$ cat config.mk
export PLATFORM = sky130hd
export DESIGN_NAME = id3_text_to_utf8_transcoder
export DESIGN_NICKNAME = d
export VERILOG_FILES = /design/src/sv/i3t_pkg.sv /design/src/sv/i3t_front.sv /design/src/sv/i3t_cmd_queue.sv /design/src/sv/i3t_back.sv /design/src/sv/id3_text_to_utf8_transcoder.sv
export VERILOG_INCLUDE_DIRS = /design/src /design/src/sv
export SDC_FILE = /design/constraint.sdc
export NUM_CORES = 1
export LEC_CHECK = 0
export BUFFER_PORTS_ARGS = -buffer_cell sky130_fd_sc_hd__buf_4
export CAP_MARGIN = 15
export CORE_AREA = 5 5 197 247
export DETAILED_ROUTE_END_ITERATION = 10
export DIE_AREA = 0 0 202 252
export PLACE_DENSITY_LB_ADDON = 0.08
export SLEW_MARGIN = 0
export SYNTH_ARGS = -nofsm -noshare
export SYNTH_HDL_FRONTEND = slang
export SYNTH_SLANG_ARGS = --single-unit
$ cat constraint.sdc
create_clock -name clk -period 10.8 [get_ports clk]
set_clock_uncertainty 0.15 [all_clocks]
set_input_delay 0.54 -clock clk [delete_from_list [all_inputs] [get_ports clk]]
set_output_delay 0.54 -clock clk [all_outputs]
set_load 0.01 [all_outputs]
$ cat src/sv/assert_macros.svh
// Assertion helpers shared by the RTL. Synthesis builds see empty bodies.
`ifndef ASSERT_MACROS_SVH
`define ASSERT_MACROS_SVH
`ifndef SYNTHESIS
// Checks that the consequent holds in the same cycle as the antecedent.
`define ASSERT_IMPLIES(name, clk, rst_n, ante, cons, msg) \
	name: assert property (@(posedge clk) disable iff (!rst_n) (ante) |-> (cons)) \
		else $error(msg);
// Checks that the consequent follows the antecedent.
`define ASSERT_AFTER2(name, clk, rst_n, ante, cons, msg) \
	name: assert property (@(posedge clk) disable iff (!rst_n) (ante) |-> ##2 (cons)) \
		else $error(msg);
`else
`define ASSERT_IMPLIES(name, clk, rst_n, ante, cons, msg)
`define ASSERT_AFTER2(name, clk, rst_n, ante, cons, msg)
`endif
`endif

$ cat src/sv/i3t_pkg.sv
package i3t_pkg;

	// Encoding codes carried on the first item of a frame.
	localparam logic [7:0] ENC_LATIN1    = 8'd0;
	localparam logic [7:0] ENC_UTF16_BOM = 8'd1;
	localparam logic [7:0] ENC_UTF16BE   = 8'd2;

	// Byte-order mark bytes.
	localparam logic [7:0] BOM_FE = 8'hFE;
	localparam logic [7:0] BOM_FF = 8'hFF;

	// Top six bits of high and low surrogates.
	localparam logic [5:0] HIGH_SURR_TAG = 6'b110110;
	localparam logic [5:0] LOW_SURR_TAG  = 6'b110111;

	// First plane above the basic multilingual plane.
	localparam logic [20:0] SUPP_BASE = 21'h10000;

	// Capacity after reset.
	localparam logic [15:0] CAP_RESET = 16'd512;

	typedef enum logic [1:0] {
		MODE_LATIN1 = 2'd0,
		MODE_UTF16  = 2'd1,
		MODE_COPY   = 2'd2
	} mode_t;

	typedef struct packed {
		logic [7:0] data_byte;
		logic       byte_valid;
		logic [7:0] text_encoding;
		logic       first_of_frame;
		logic       last_of_frame;
	} in_item_t;

	typedef struct packed {
		logic [7:0] utf8_byte;
		logic       end_of_string;
	} result_t;

	// Work for the back end: up to two code points and a terminator.
	// A length of zero marks an unused slot; length one emits the low byte as is.
	typedef struct packed {
		logic [20:0] cp0;
		logic [2:0]  len0;
		logic [20:0] cp1;
		logic [2:0]  len1;
		logic        term;
	} cmd_t;

	// Number of UTF-8 bytes needed for a code point.
	function automatic logic [2:0] utf8_len(input logic [20:0] cp);
		logic [2:0] n;
		if (cp < 21'h80) begin
			n = 3'd1;
		end else if (cp < 21'h800) begin
			n = 3'd2;
		end else if (cp < SUPP_BASE) begin
			n = 3'd3;
		end else begin
			n = 3'd4;
		end
		return n;
	endfunction

	// One byte of the UTF-8 form of a code point of the given length.
	function automatic logic [7:0] utf8_byte(input logic [20:0] cp, input logic [2:0] len,
			input logic [1:0] idx);
		logic [7:0] b;
		unique case (len)
			3'd1: b = cp[7:0];
			3'd2: b = (idx == 2'd0) ? {3'b110, cp[10:6]} : {2'b10, cp[5:0]};
			3'd3: begin
				unique case (idx)
					2'd0: b = {4'b1110, cp[15:12]};
					2'd1: b = {2'b10, cp[11:6]};
					default: b = {2'b10, cp[5:0]};
				endcase
			end
			3'd4: begin
				unique case (idx)
					2'd0: b = {5'b11110, cp[20:18]};
					2'd1: b = {2'b10, cp[17:12]};
					2'd2: b = {2'b10, cp[11:6]};
					default: b = {2'b10, cp[5:0]};
				endcase
			end
			default: b = 8'h00;
		endcase
		return b;
	endfunction

endpackage

$ cat src/sv/i3t_front.sv
module i3t_front (
	input  logic              clk,
	input  logic              arst_n,
	input  logic              accept,
	input  i3t_pkg::in_item_t item,
	input  logic [15:0]       capacity,
	output i3t_pkg::cmd_t     cmd,
	output logic              has_output
);

	// Decoder state.
	i3t_pkg::mode_t mode_q;
	logic        big_q;
	logic        phase_q;
	logic [7:0]  held_low_q;
	logic [9:0]  held_hs_q;
	logic        pend_q;
	logic        bom_q;
	logic [15:0] bw_q;
	logic        stopped_q;

	i3t_pkg::mode_t mode_n;
	logic        big_n;
	logic        phase_n;
	logic [7:0]  held_low_n;
	logic [9:0]  held_hs_n;
	logic        pend_n;
	logic        bom_n;
	logic [15:0] bw_n;
	logic        stopped_n;

	// Classify the item and work out the code points it releases.
	always_comb begin
		i3t_pkg::mode_t e_mode;
		logic        e_big;
		logic        e_phase;
		logic        e_pend;
		logic        e_bom;
		logic [15:0] e_bw;
		logic        e_stopped;
		logic        bom_hit;
		logic        pair_done;
		logic [15:0] unit;
		logic [15:0] bw_mid;
		logic [7:0]  b;
		i3t_pkg::cmd_t c;

		b         = item.data_byte;
		e_mode    = mode_q;
		e_big     = big_q;
		e_phase   = phase_q;
		e_pend    = pend_q;
		e_bom     = bom_q;
		e_bw      = bw_q;
		e_stopped = stopped_q;
		held_low_n = held_low_q;
		held_hs_n  = held_hs_q;
		phase_n    = phase_q;
		bom_hit    = 1'b0;
		pair_done  = 1'b0;
		unit       = 16'h0000;
		bw_mid     = 16'h0000;
		c          = '0;

		// A frame start restarts the decoder and picks the mode.
		if (item.first_of_frame) begin
			e_pend     = 1'b0;
			e_bw       = 16'h0000;
			e_stopped  = 1'b0;
			e_phase    = 1'b0;
			held_low_n = 8'h00;
			held_hs_n  = 10'h000;
			phase_n    = 1'b0;
			e_big      = (item.text_encoding == i3t_pkg::ENC_UTF16BE);
			e_bom      = (item.text_encoding == i3t_pkg::ENC_UTF16BE);
			if (item.text_encoding == i3t_pkg::ENC_LATIN1) begin
				e_mode = i3t_pkg::MODE_LATIN1;
			end else if (item.text_encoding == i3t_pkg::ENC_UTF16_BOM ||
					item.text_encoding == i3t_pkg::ENC_UTF16BE) begin
				e_mode = i3t_pkg::MODE_UTF16;
			end else begin
				e_mode = i3t_pkg::MODE_COPY;
			end
		end

		mode_n    = e_mode;
		big_n     = e_big;
		pend_n    = e_pend;
		bom_n     = e_bom;
		stopped_n = e_stopped;

		// Take the byte unless output has already stopped.
		if (item.byte_valid && !e_stopped) begin
			unique case (e_mode)
				i3t_pkg::MODE_LATIN1: begin
					if (({2'b00, e_bw} + 18'd2 >= {2'b00, capacity}) || b == 8'h00) begin
						stopped_n = 1'b1;
					end else begin
						c.cp0  = {13'h0000, b};
						c.len0 = i3t_pkg::utf8_len({13'h0000, b});
					end
				end
				i3t_pkg::MODE_UTF16: begin
					if (!e_phase) begin
						held_low_n = b;
						phase_n    = 1'b1;
					end else begin
						phase_n = 1'b0;
						// The first unit of a frame may be a byte-order mark.
						if (!e_bom) begin
							bom_n = 1'b1;
							if (held_low_q == i3t_pkg::BOM_FE && b == i3t_pkg::BOM_FF) begin
								big_n   = 1'b1;
								bom_hit = 1'b1;
							end else if (held_low_q == i3t_pkg::BOM_FF &&
									b == i3t_pkg::BOM_FE) begin
								big_n   = 1'b0;
								bom_hit = 1'b1;
							end
						end
						if (!bom_hit) begin
							unit   = e_big ? {held_low_q, b} : {b, held_low_q};
							bw_mid = e_bw;
							// A held high surrogate pairs up or goes out alone.
							if (e_pend) begin
								pend_n = 1'b0;
								if (unit[15:10] == i3t_pkg::LOW_SURR_TAG) begin
									c.cp0     = i3t_pkg::SUPP_BASE +
										{1'b0, held_hs_q, unit[9:0]};
									c.len0    = 3'd4;
									pair_done = 1'b1;
								end else begin
									c.cp0  = {5'h00, i3t_pkg::HIGH_SURR_TAG, held_hs_q};
									c.len0 = 3'd3;
									bw_mid = e_bw + 16'd3;
								end
							end
							if (!pair_done) begin
								if (({2'b00, bw_mid} + 18'd4 >= {2'b00, capacity}) ||
										unit == 16'h0000) begin
									stopped_n = 1'b1;
								end else if (unit[15:10] == i3t_pkg::HIGH_SURR_TAG) begin
									held_hs_n = unit[9:0];
									pend_n    = 1'b1;
								end else begin
									c.cp1  = {5'h00, unit};
									c.len1 = i3t_pkg::utf8_len({5'h00, unit});
								end
							end
						end
					end
				end
				default: begin
					if (({2'b00, e_bw} + 18'd1 >= {2'b00, capacity}) || b == 8'h00) begin
						stopped_n = 1'b1;
					end else begin
						c.cp0  = {13'h0000, b};
						c.len0 = 3'd1;
					end
				end
			endcase
		end

		// Frame end flushes a held high surrogate and adds the terminator.
		if (item.last_of_frame) begin
			if (pend_n) begin
				pend_n = 1'b0;
				c.cp1  = {5'h00, i3t_pkg::HIGH_SURR_TAG, held_hs_n};
				c.len1 = 3'd3;
			end
			c.term    = 1'b1;
			stopped_n = 1'b1;
			phase_n   = 1'b0;
		end

		bw_n       = e_bw + {13'h0000, c.len0} + {13'h0000, c.len1};
		cmd        = c;
		has_output = (c.len0 != 3'd0) || (c.len1 != 3'd0) || c.term;
	end

	// State moves on each accepted transaction.
	always_ff @(posedge clk or negedge arst_n) begin
		if (!arst_n) begin
			mode_q     <= i3t_pkg::MODE_LATIN1;
			big_q      <= 1'b0;
			phase_q    <= 1'b0;
			held_low_q <= 8'h00;
			held_hs_q  <= 10'h000;
			pend_q     <= 1'b0;
			bom_q      <= 1'b0;
			bw_q       <= 16'h0000;
			stopped_q  <= 1'b0;
		end else if (accept) begin
			mode_q     <= mode_n;
			big_q      <= big_n;
			phase_q    <= phase_n;
			held_low_q <= held_low_n;
			held_hs_q  <= held_hs_n;
			pend_q     <= pend_n;
			bom_q      <= bom_n;
			bw_q       <= bw_n;
			stopped_q  <= stopped_n;
		end
	end

endmodule

$ cat src/sv/i3t_cmd_queue.sv
module i3t_cmd_queue #(
	parameter int DEPTH = 4
) (
	input  logic          clk,
	input  logic          arst_n,
	input  logic          wr_en,
	input  i3t_pkg::cmd_t wr_data,
	output logic          full,
	input  logic          rd_en,
	output i3t_pkg::cmd_t rd_data,
	output logic          not_empty
);

	localparam int PTR_W = $clog2(DEPTH);
	localparam int CNT_W = $clog2(DEPTH + 1);

	i3t_pkg::cmd_t    mem_q [DEPTH];
	logic [PTR_W-1:0] wr_ptr_q;
	logic [PTR_W-1:0] rd_ptr_q;
	logic [CNT_W-1:0] count_q;

	assign full      = (count_q == CNT_W'(DEPTH));
	assign not_empty = (count_q != '0);
	assign rd_data   = mem_q[rd_ptr_q];

	// Storage entries.
	always_ff @(posedge clk) begin
		if (wr_en) begin
			mem_q[wr_ptr_q] <= wr_data;
		end
	end

	// Pointers wrap at the last entry and the count tracks occupancy.
	always_ff @(posedge clk or negedge arst_n) begin
		if (!arst_n) begin
			wr_ptr_q <= '0;
			rd_ptr_q <= '0;
			count_q  <= '0;
		end else begin
			if (wr_en) begin
				wr_ptr_q <= (wr_ptr_q == PTR_W'(DEPTH - 1)) ? '0 : wr_ptr_q + 1'b1;
			end
			if (rd_en) begin
				rd_ptr_q <= (rd_ptr_q == PTR_W'(DEPTH - 1)) ? '0 : rd_ptr_q + 1'b1;
			end
			if (wr_en && !rd_en) begin
				count_q <= count_q + 1'b1;
			end else if (!wr_en && rd_en) begin
				count_q <= count_q - 1'b1;
			end
		end
	end

endmodule

$ cat src/sv/i3t_back.sv
module i3t_back (
	input  logic             clk,
	input  logic             arst_n,
	input  logic             cmd_valid,
	input  i3t_pkg::cmd_t    cmd,
	output logic             cmd_take,
	output i3t_pkg::result_t result,
	output logic             empty,
	input  logic             pop
);

	// Working copy of the command being serialized.
	logic [20:0] cp0_q;
	logic [2:0]  len0_q;
	logic [20:0] cp1_q;
	logic [2:0]  len1_q;
	logic        term_q;
	logic [1:0]  idx_q;

	logic             out_valid_q;
	i3t_pkg::result_t out_q;

	logic        busy;
	logic        step;
	logic        last_step;
	logic [2:0]  len0_n;
	logic [2:0]  len1_n;
	logic        term_n;
	logic [1:0]  idx_n;
	i3t_pkg::result_t byte_n;

	assign busy = (len0_q != 3'd0) || (len1_q != 3'd0) || term_q;
	assign step = busy && (!out_valid_q || pop);

	// Pick the next byte: first slot, then second slot, then the terminator.
	always_comb begin
		len0_n = len0_q;
		len1_n = len1_q;
		term_n = term_q;
		idx_n  = idx_q;
		byte_n = '0;
		priority if (len0_q != 3'd0) begin
			byte_n.utf8_byte = i3t_pkg::utf8_byte(cp0_q, len0_q, idx_q);
			if ({1'b0, idx_q} == len0_q - 3'd1) begin
				len0_n = 3'd0;
				idx_n  = 2'd0;
			end else begin
				idx_n = idx_q + 2'd1;
			end
		end else if (len1_q != 3'd0) begin
			byte_n.utf8_byte = i3t_pkg::utf8_byte(cp1_q, len1_q, idx_q);
			if ({1'b0, idx_q} == len1_q - 3'd1) begin
				len1_n = 3'd0;
				idx_n  = 2'd0;
			end else begin
				idx_n = idx_q + 2'd1;
			end
		end else begin
			byte_n.end_of_string = 1'b1;
			term_n               = 1'b0;
		end
	end

	assign last_step = step && (len0_n == 3'd0) && (len1_n == 3'd0) && !term_n;
	assign cmd_take  = cmd_valid && (!busy || last_step);

	// Command payload needs no reset.
	always_ff @(posedge clk) begin
		if (cmd_take) begin
			cp0_q <= cmd.cp0;
			cp1_q <= cmd.cp1;
		end
		if (step) begin
			out_q <= byte_n;
		end
	end

	// Slot lengths, byte index and the output register's valid flag.
	always_ff @(posedge clk or negedge arst_n) begin
		if (!arst_n) begin
			len0_q      <= 3'd0;
			len1_q      <= 3'd0;
			term_q      <= 1'b0;
			idx_q       <= 2'd0;
			out_valid_q <= 1'b0;
		end else begin
			if (cmd_take) begin
				len0_q <= cmd.len0;
				len1_q <= cmd.len1;
				term_q <= cmd.term;
				idx_q  <= 2'd0;
			end else if (step) begin
				len0_q <= len0_n;
				len1_q <= len1_n;
				term_q <= term_n;
				idx_q  <= idx_n;
			end
			if (step) begin
				out_valid_q <= 1'b1;
			end else if (pop) begin
				out_valid_q <= 1'b0;
			end
		end
	end

	assign result = out_q;
	assign empty  = !out_valid_q;

endmodule

$ cat src/sv/id3_text_to_utf8_transcoder.sv
// Path: with the back end idle, a taken transaction is written into the command queue, then
// loaded into the back end's working copy; its first byte then goes to the output register.
// Throughput: one result byte per cycle while results are popped; a transaction releases up
// to seven bytes (two code points and the terminator), so output bytes set the pace. Input
// takes one transaction per cycle while the command queue has room.
// Reset: arst_n clears control state, not data, and loads the capacity register with 512.
`include "assert_macros.svh"

module id3_text_to_utf8_transcoder #(
	parameter int QUEUE_DEPTH = 4
) (
	input  logic              clk,
	input  logic              arst_n,
	input  logic              push,
	output logic              full,
	input  i3t_pkg::in_item_t in_item,
	output logic              empty,
	input  logic              pop,
	output i3t_pkg::result_t  result,
	input  logic              cfg_we,
	input  logic [15:0]       cfg_wdata
);

	logic [15:0]   capacity_q;
	logic          accept;
	logic          q_push;
	logic          has_output;
	i3t_pkg::cmd_t front_cmd;
	logic          q_not_empty;
	logic          q_pop;
	i3t_pkg::cmd_t q_head;

	// Output capacity register.
	always_ff @(posedge clk or negedge arst_n) begin
		if (!arst_n) begin
			capacity_q <= i3t_pkg::CAP_RESET;
		end else if (cfg_we) begin
			capacity_q <= cfg_wdata;
		end
	end

	assign accept = push && !full;
	assign q_push = accept && has_output;

	// Front end decodes each transaction into a command.
	i3t_front u_front (
		.clk        (clk),
		.arst_n     (arst_n),
		.accept     (accept),
		.item       (in_item),
		.capacity   (capacity_q),
		.cmd        (front_cmd),
		.has_output (has_output)
	);

	// Commands wait here between the two halves.
	i3t_cmd_queue #(
		.DEPTH (QUEUE_DEPTH)
	) u_queue (
		.clk       (clk),
		.arst_n    (arst_n),
		.wr_en     (q_push),
		.wr_data   (front_cmd),
		.full      (full),
		.rd_en     (q_pop),
		.rd_data   (q_head),
		.not_empty (q_not_empty)
	);

	// Back end turns commands into a byte stream.
	i3t_back u_back (
		.clk       (clk),
		.arst_n    (arst_n),
		.cmd_valid (q_not_empty),
		.cmd       (q_head),
		.cmd_take  (q_pop),
		.result    (result),
		.empty     (empty),
		.pop       (pop)
	);

	// Consistency checks between front end, queue and back end.
	`ASSERT_IMPLIES(a_last_makes_term, clk, arst_n, accept && in_item.last_of_frame,
		q_push && front_cmd.term, "frame end did not queue a terminator")
	`ASSERT_IMPLIES(a_cmd_len_range, clk, arst_n, q_push,
		front_cmd.len0 <= 3'd4 && front_cmd.len1 <= 3'd4, "command slot longer than four bytes")
	`ASSERT_IMPLIES(a_eos_is_zero, clk, arst_n, !empty && result.end_of_string,
		result.utf8_byte == 8'h00, "terminator carries a nonzero byte")
	`ASSERT_AFTER2(a_take_reaches_out, clk, arst_n, q_pop && empty, !empty,
		"taken command produced no result")

endmodule
* Word level (Yosys, flattened, before mapping)
Memories as Yosys holds them, arrays and structs flattened. Cells that the tools add are included.
Cells by class: $add $sub $neg 14, magnitude comparators 6, eq/ne operators 24, multiplexer cells 125, reduce and logical (&&, ||, !) cells 46
Operator list (number):
- $mux W24 | 6
- $mux W48 | 3
- $mux W16 | 8
- $mux W10 | 8
- $pmux W8 S4 | 2
- $mux W1 | 56
- $ge A18 B16 Y1 | 3
- $mux W8 | 6
- $pmux W24 S2 | 1
- $pmux W7 S3 | 2
- $mux W3 | 12
- $add A16 B3 Y16 | 2
- $eq A8 B8 Y1 const B | 4
- $pmux W7 S2 | 2
- $mux W25 | 1
- $mux W2 | 12
- $mux W11 | 2
- $add A17 B20 Y21 const A | 1
- $mux W19 | 1
- $reduce_bool A3 Y1 | 6
- $add A16 B1 Y17 const B | 1
- $add A16 B2 Y17 const B | 1
- $add A16 B3 Y17 const B | 1
- $add A16 B2 Y16 const B | 1
- other kinds (26) | 73
Storage, ports and cells: register bits 125, memory bits (writable) 196, input port bits 40, output and inout bits 11, logic and storage cells 238, memories kept 1
Memories:
- u_queue.mem_q | words 4, width 49, rd ports 1, clocked after memory_dff 0, wr ports 1, RTL line i3t_cmd_queue.sv:17 | i3t_pkg::cmd_t mem_q [DEPTH];

* Depth between registers and ports, before layout
Gate-level depths: netlist (run 1).
depth after elaboration 31, mapped depth 41, mapped depth without buffers 34

* By module
Synthesis (run 1) repeated with hierarchy kept, for this count alone.
Second synthesis, totals: cell total of the unflattened synthesis 1340, area total of the unflattened synthesis 16926.2 um^2
Modules (own cells, without submodules):
- i3t_cmd_queue | instances 1, cells an instance 294, area an instance 7547.2 um^2, sequential area each 6060.8 um^2
- i3t_front | instances 1, cells an instance 772, area an instance 5680.4 um^2, sequential area each 1026.0 um^2
- i3t_back | instances 1, cells an instance 238, area an instance 3032.9 um^2, sequential area each 1781.7 um^2
- id3_text_to_utf8_transcoder | instances 1, cells an instance 36, area an instance 665.6 um^2, sequential area each 401.6 um^2

* Least setup slack after synthesis (run 1)
Ideal clock, no wire load.
path kind input -> register, from input port in_item[1] (netlist bit), to register u_front.bw_q[9], library setup time 0.083 ns, arrival 7.658 ns, required time 10.567 ns, setup slack 2.910 ns, stages 41, buffers on the path 7, cell sequence buf_2 buf_6 clkbuf_1 buf_1 clkbuf_1 nand2b_1 inv_1 ha_1 a21oi_1 nor2_1 o21ai_0 o211ai_1 a221oi_2 nor2b_1 o21ai_0 xor2_1 nor2_1 ha_1 [... 5 more ...] nor3_1 a21oi_2 nor2b_1 buf_6 buf_6 a31oi_1 fa_1 inv_1 ha_1 inv_1 fa_1 nor2b_1 o21a_1 nand2_1 nor2_1 nand3_1 xor2_1 o21ai_0
On the way: cells in the longest elaborated chain, start to end 21, elaborated cells between the ends (all ways) 68, those cells by class 6 x add/sub; 5 x order compare; 3 x eq/ne; 47 x mux; 7 x reduce/logical
Ends and longest elaborated chain:
- from (decl) | RTL line id3_text_to_utf8_transcoder.sv:16 | input i3t_pkg::in_item_t in_item,
- parallel branches: the longest is 20 deep, another holds $ge A18 B16 Y1
- $add A16 B3 Y16 * | RTL line i3t_front.sv:176 | bw_n = e_bw + {13'h0000, c.len0} + {13'h0000, c.len1};
- to (signal assigned) | RTL line i3t_front.sv:201 | bw_q <= bw_n;
- to (decl) | RTL line i3t_front.sv:19 | logic [15:0] bw_q;
Every way passes the cells marked *. The select of a mux whose other input is x is not followed. A chain may end at the register's enable or synchronous reset.

* Final worst setup path (run 1)
from register u_front.bw_q[0], to register u_front.bw_q[9]
On the way: cells in the longest elaborated chain, start to end 20, elaborated cells between the ends (all ways) 36, those cells by class 6 x add/sub; 3 x order compare; 24 x mux; 3 x reduce/logical
Ends and longest elaborated chain:
- $mux W16 * | RTL line i3t_front.sv:66 | if (item.first_of_frame) begin
- $add A16 B2 Y16 | RTL line i3t_front.sv:135 | bw_mid = e_bw + 16'd3;
- $mux W16 | RTL line i3t_front.sv:127 | if (unit[15:10] == i3t_pkg::LOW_SURR_TAG) begin
- $mux W16 | RTL line i3t_front.sv:125 | if (e_pend) begin
- $mux W16 | RTL line i3t_front.sv:121 | if (!bom_hit) begin
- $mux W16 | RTL line i3t_front.sv:104 | if (!e_phase) begin
- $mux W16 | RTL line i3t_front.sv:94 | unique case (e_mode)
- $mux W16 | RTL line i3t_front.sv:93 | if (item.byte_valid && !e_stopped) begin
- [... 4 more ...]
- $mux W24 or $mux W1 (tied branches) | RTL line i3t_front.sv:138 | if (!pair_done) begin
- $mux W48 or $mux W1 (tied branches) | RTL line i3t_front.sv:121
- $mux W48 or $mux W1 (tied branches) | RTL line i3t_front.sv:104
- $mux W24 or $mux W1 (tied branches) | RTL line i3t_front.sv:94
- $mux W48 or $mux W1 (tied branches) | RTL line i3t_front.sv:93
- $mux W24 | RTL line i3t_front.sv:166 | if (pend_n) begin
- $mux W25 | RTL line i3t_front.sv:165 | if (item.last_of_frame) begin
- $add A16 B3 Y16 * | RTL line i3t_front.sv:176
Every way passes the cells marked *; elsewhere a longest branch is shown, timed or not. The select of a mux whose other input is x is not followed.

==> results of run 1 <==
[layout make-up]
class                   instances  area (µm²)  area share, %
well taps                     585       732.0          4.108
clock buffers                  40       839.6          4.712
inverters                      63       236.5          1.327
clock inverters                14       105.1         0.5898
multi-input cells             906        6988          39.22
flip-flops and latches        292        8402          47.15
repair buffers                 68       515.5          2.893
[timing repair]
item / CTS / global route
hold endpoints to repair: 26 / 0
setup buffers: 0 / 0
gates resized for setup: 0 / 0
hold buffers: 2 / 0
[metal layers]
metal	up-vias	routed length, µm	share of wire (%)
met5	-	0	0
met1	5353	18550	41
li1	5066	-	-
met2	198	24030	53
met4	0	1636	3.6
met3	74	1358	3.0
[state kept, by name (all words and copies together) (netlist names), 2 cells and up]
| register | flops |
|---|---|
| u_back.len1_q | 3 |
| u_queue.mem_q | 172 |
| u_queue.rd_ptr_q | 2 |
| u_front.mode_q | 2 |
| u_front.bw_q | 16 |
| capacity_q | 16 |
| u_back.cp1_q | 16 |
| u_back.cp0_q | 21 |
| u_queue.wr_ptr_q | 2 |
| u_front.held_low_q | 8 |
| u_queue.count_q | 3 |
| u_back.result | 9 |
| u_front.held_hs_q | 10 |
| u_back.len0_q | 3 |
| u_back.idx_q | 2 |
[stage by stage]
| stage | total power (W) | util [%] | setup slack (ns) | hold WS [ns] |
|---|---|---|---|---|
| 6_report | 0.003558 | 38.81 | 2.649 | 0.03309 |
| 5_1_grt | 0.003771 | 38.81 | 1.970 | 0.03018 |
| 4_1_cts | 0.003630 | 38.81 | 2.708 | 0.002254 |
| 3_5_place_dp | 0.002608 | 36.71 | 2.404 | 0.3448 |
| 3_3_place_gp | 0.002600 | 36.71 | 2.532 | 0.3293 |
| 2_1_floorplan | 0.002243 | - | 2.910 | 0.09441 |
[kinds of logic (layout without fill, tap and decap cells)]
logic type	count (synthesis)	after routing	share of synthesized area, %
AOI/OAI and AO/OA	267	267	11.60
xor gates and xnor gates	65	65	3.579
adders and majority gates	82	82	6.639
buffers and inverters	129	185	3.288
DFF	292	292	52.81
muxes	76	76	8.252
and+or+nand+nor	416	416	13.84
[synthesized netlist by cell type, drive strengths merged, types with 6 or more instances]
cell      n
a211oi   12
a21o     14
a21oi    52
a222oi   11
a22o     11
a22oi    14
a31oi     6
and2     13
and3      8
buf      18
clkbuf   48
dfrtp    73
edfxtp  218
ha       78
inv      63
mux2     11
mux2i    22
mux4     43
nand2   116
nand2b   27
nand3    29
nand4    22
nor2     83
nor2b    26
nor3     27
nor4     12
o21a      7
o21ai    70
o21bai    7
o22ai     7
o31ai    10
or2       6
or3      12
or4      10
xnor2    42
xor2     23
[path summary, 6_finish.rpt]
check | from | to | slack, ns | depth (start not counted)
setup / recovery | u_front.bw_q[0]$_DFFE_PN0P_ | u_front.bw_q[9]$_DFFE_PN0P_ | 2.65 | 34
hold / removal | cfg_wdata[7] | capacity_q[7]$_DFFE_PN0P_ | 0.03 | 3
setup reg to reg | u_front.bw_q[0]$_DFFE_PN0P_ | u_front.bw_q[9]$_DFFE_PN0P_ | 2.65 | 34
hold reg to reg | u_queue.count_q[2]$_DFFE_PN0P_ | u_queue.count_q[2]$_DFFE_PN0P_ | 0.35 | 1
max in group asynchronous | arst_n | u_queue.rd_ptr_q[0]$_DFFE_PN0P_ | 9.09 | 3
min in group asynchronous | arst_n | u_front.held_low_q[2]$_DFFE_PN0P_ | 0.28 | 2
[power by group through the flow]
stage	Combinational, W	Clock, W	Sequential, W
2_1_floorplan	0.000694	0	0.00155
3_3_place_gp	0.00101	0	0.00159
3_5_place_dp	0.00102	0	0.00159
4_1_cts	0.00102	0.00104	0.00157
5_1_grt	0.00110	0.00109	0.00159
6_report	0.000988	0.00101	0.00156
[critical path: cells and delay by family (launching register included)]
| family | cells | cell delay (ns) |
|---|---|---|
| xor+xnor | 2 | 0.36 |
| flops | 1 | 0.50 |
| fa+ha+maj | 5 | 1.71 |
| buf+inv | 4 | 0.50 |
| simple gates | 17 | 3.64 |
| compound gates | 6 | 1.20 |
==> results.toml, run 1 <==
[timing]
finalSetupTns_ns = 0
fmax_mhz = 122.7
period_share_pct = 75.47
worst-slew-pin-transition_ns = 1.014
slew_viol_final = 0
fin_crit_ns = 8.151
hold_violations = 0
slew_headroom_pct = 32.41
rsz0062_at_grt = "no"
setup_viol = 0

[clocking]
clk_latency_ns = 0.58
clockBufferDepth = 3
cts_tree = "yes"
cts.clk_slew.worst_paths_ns = 0.07
cts_buffers = 31
numClockSinks = 292
clockRootBuffer = "clkbuf_16"
h-tree-depth = 1

[drt]
antenna_left = 0
vias = 10691
drt_iter0_markers = 575
wirelength_um = 45580
first_pass_iters = 4
wl_per_cell_um = 23.16
via_per_inst = 5.432
drc = 0

[power_and_ir_drop]
leakagePower_nw = 6.741
cell_internal_pwr_w = 0.002431
ir_drop_mv = 0.09484
pwr-share-seq_pct = 44.0
switchingPower_w = 0.001127
pwr-share-comb_pct = 27.8
swShare_pct = 31.68
clkPwrFrac_pct = 28.3
power_density_nw_per_um2 = 199.7

[critical_path]
path_max_fanout = 16
cpPeakStageDelay_ns = 0.54
crit_path_start_kind = "register"
slowest_stage = "nor4_1"
cp-end-kind = "register"
criticalPathCategory = "register to register"
worst-endpoint-required_ns = 11.15
arrival_ns = 8.50

[logic_synthesis]
avgSynthCellArea_um2 = 11.99
ys_ff_latch = 292
ys_types = 87
synth_top_area_share_pct = 41.16
yosysSeqAreaShare_pct = 52.81
synth_edf_count = 218
synth_top_area_cell = "edfxtp_1"
syn_inst = 1327
synth_ff_type = "edfxtp_1"
synth_nets = 1449
yosysWarnings = 0
synthTopCellsByArea = "edfxtp_1 41%, dfrtp_1 11%, ha_1 6.1%"
async_flop_share_pct = 25.34
syn_area_um2 = 15910

[grt]
grt.busiest_layer = "met2"
use_met1_pct = 20.96
use_met2_pct = 32.69
gr-total-overflow = 0
antenna_found_initial = 0
track_usage_pct = 17.60
grt_pass1_wl_um = 69230
grt_util_met3_pct = 2.031
grt_max_degree = 50
grt_pass1_vias = 11060

[cells_and_area]
drive_above_1_share_pct = 14.10
syn2layout_area_growth_pct = 12.03
final_cell_mix = "218 x edfxtp_1, 115 x nand2_1, 83 x nor2_1, 78 x ha_1, 71 x dfrtp_1"
final_nets = 1484
layout_commonest_cell = "edfxtp_1"
instances_no_fill = 1968
antenna_cells = 0
fillCellCount = 4430
final_area_um2 = 17820

[place]
dpl_cell_area_um2 = 16850
dp.cells = 1912
numPortBuffers = 50
globalplace.congestion = 0.8686
dpl.hpwl_um = 33390

[run]
cap_violations = 0

[floorplan]
initial_core_util_pct = 34.64
fp.dieW_um = 202
coreArea_um2 = 45910
fp.dieH_um = 252
num_rows = 88
die-area_um2 = 50900
num_io_pins = 51

[worst_hold_path]
hold_class = "primary input to register"

[status]
status = "finished clean"
Power figures use the tool's default switching activity.
==> run 2, diff against run 1 <==
- clock period: 10.8 -> 6.9 ns (I/O delays scaled with it)
==> results.toml, run 2 (synthesis gave the netlist of run 1 again) <==
[place]
pre_cts_slack_ns = 0.1356
dpl.hpwl_um = 34800
dpl_cell_area_um2 = 17830
globalplace.congestion = 0.8631
numPortBuffers = 50

[drt]
wl_per_cell_um = 22.23
vias = 11109
drc = 0
via_per_inst = 5.272
wirelength_um = 46830
first_pass_iters = 5
drt_iter0_markers = 725
antenna_left = 0

[floorplan]
num_io_pins = 51
coreArea_um2 = 45910
initial_core_util_pct = 34.64
num_rows = 88
fp.dieH_um = 252
die-area_um2 = 50900
fp.dieW_um = 202

[timing]
holdWs_ns = 0.02819
finalWorstSetupSlack_ns = 0.3751
slew_headroom_pct = 13.19
period_share_pct = 94.56
fmax_mhz = 153.3
hold_violations = 0
setup_viol = 0
rsz0062_at_grt = "no"
worst-slew-pin-transition_ns = 1.282
slew_viol_final = 0
fin_crit_ns = 6.525

[power_and_ir_drop]
swShare_pct = 31.55
switchingPower_w = 0.001854
power_density_nw_per_um2 = 306.1
leakagePower_nw = 7.489
ir_drop_mv = 0.1732
cell_internal_pwr_w = 0.004021
finalPower_w = 0.005874
pwr-share-seq_pct = 41.4
clkPwrFrac_pct = 30.5
pwr-share-comb_pct = 28.1

[clocking]
numClockSinks = 292
clockRootBuffer = "clkbuf_16"
cts.clk_slew.worst_paths_ns = 0.06
cts_buffers = 34
clk_latency_ns = 0.56
clockBufferDepth = 3
cts_tree = "yes"
h-tree-depth = 2

[cells_and_area]
final_cell_mix = "218 x edfxtp_1, 172 x buf_4, 114 x nand2_1, 81 x nor2_1, 76 x ha_1"
drive_above_1_share_pct = 21.96
syn2layout_area_growth_pct = 20.66
final_area_um2 = 19190
largest_register_ffs = 172
final_nets = 1617
reg_top3 = "u_queue.mem_q x172, u_back.cp0_q x21"
layout_commonest_cell = "edfxtp_1"
regMostFlops = "u_queue.mem_q"

[grt]
grt_pass1_wl_um = 71640
grt_max_degree = 61
antenna_found_initial = 0
grt_util_met3_pct = 2.712
grt_pass1_vias = 11409
gr-total-overflow = 0
grt.busiest_layer = "met2"
use_met2_pct = 33.88
track_usage_pct = 18.34
use_met1_pct = 21.35

[critical_path]
worst-endpoint-required_ns = 7.23
cp-end-kind = "register"
arrival_ns = 6.85
path_max_fanout = 5
cpPeakStageDelay_ns = 0.53
cp_top_family = "simple AND/OR/NAND/NOR gates"
worst_path_most_repeated_cell = "buf_4"
crit_path_start_kind = "primary input"
criticalPathCategory = "primary input to register"
path_buf_inv = 7
slowest_stage = "dlygate4sd3_1"

[run]
cap_violations = 0

[status]
status = "finished clean"

[worst_hold_path]
hold_class = "primary input to register"
==> run 2: changes by cell type in the layout (fill, tap and decap cells not counted), sizes merged <==
| cell | delta |
|---|---|
| buf | +111 |
| dlygate4sd3 | +19 |
| clkinv | +5 |
| inv | +3 |
| bufinv | +2 |
| clkinvlp | -2 |
| diode | +1 |
==> run 2: layout make-up <==
class,count,area (µm²)
Fill cell,4309,26720
Sequential cell,292,8402
Multi-Input combinational cell,906,7116
Timing Repair Buffer,198,1602
Clock buffer,40,883.3
Tap cell,585,732.0
Inverter,63,236.5
Clock inverter,22,217.7
Antenna cell,1,2.502
==> run 2: final timing paths <==
check                      depth (start not counted)  slack (ns)                               to                      startpoint
setup reg to reg                                  36        0.46      u_front.bw_q[9]$_DFFE_PN0P_     u_front.bw_q[2]$_DFFE_PN0P_
setup / recovery                                  36        0.38      u_front.bw_q[9]$_DFFE_PN0P_                      in_item[3]
max in group asynchronous                          3        5.30  u_queue.rd_ptr_q[1]$_DFFE_PN0P_                          arst_n
hold / removal                                     2        0.03        capacity_q[9]$_DFFE_PN1P_                          cfg_we
min in group asynchronous                          2        0.05        u_front.bom_q$_DFFE_PN0P_                          arst_n
hold reg to reg                                    1        0.36   u_queue.count_q[2]$_DFFE_PN0P_  u_queue.count_q[2]$_DFFE_PN0P_
==> run 2: timing repair <==
| item | in CTS | in global routing |
|---|---|---|
| setup buffers | 0 | 1 |
| hold endpoints to repair | 33 | 0 |
| gates resized for setup | 0 | 8 |
| hold buffers | 21 | 0 |
| endpoints found under the setup margin | 0 | 6 |
==> run 2: power groups by stage <==
stage	Combinational, W	Clock, W	Sequential (W)
global placement	0.00167	0	0.00247
global route	0.00182	0.00194	0.00246
detailed placement	0.00167	0	0.00247
floorplan	0.00110	0	0.00243
finish	0.00165	0.00179	0.00243
CTS	0.00168	0.00186	0.00244
==> run 2: through the flow <==
step | cells | utilization [%] | TNS, ns
after global routing | 2106 | 41.79 | 0
after detailed placement | 2022 | 38.84 | 0
final | 2107 | 41.80 | 0
after global placement | 2022 | 38.84 | 0
after floorplan | 1327 | - | -0.04173
after CTS | 2105 | 41.70 | 0
==> run 2: routing by layer <==
metal	share of wire (%)	up-vias
li1	-	5340
met1	40	5483
met2	53	207
met3	3.1	79
met4	4.0	0
met5	0	-
==> run 2: worst register-to-register path, delay by kind of cell (launching register included) <==
kind	cells	cell delay (ns)
xor gates and xnor gates	2	0.32
buffers and inverters	5	0.52
adders and majority gates	5	1.53
and+or+nand+nor	15	1.91
DFF	1	0.41
AOI/OAI and AO/OA	9	1.52
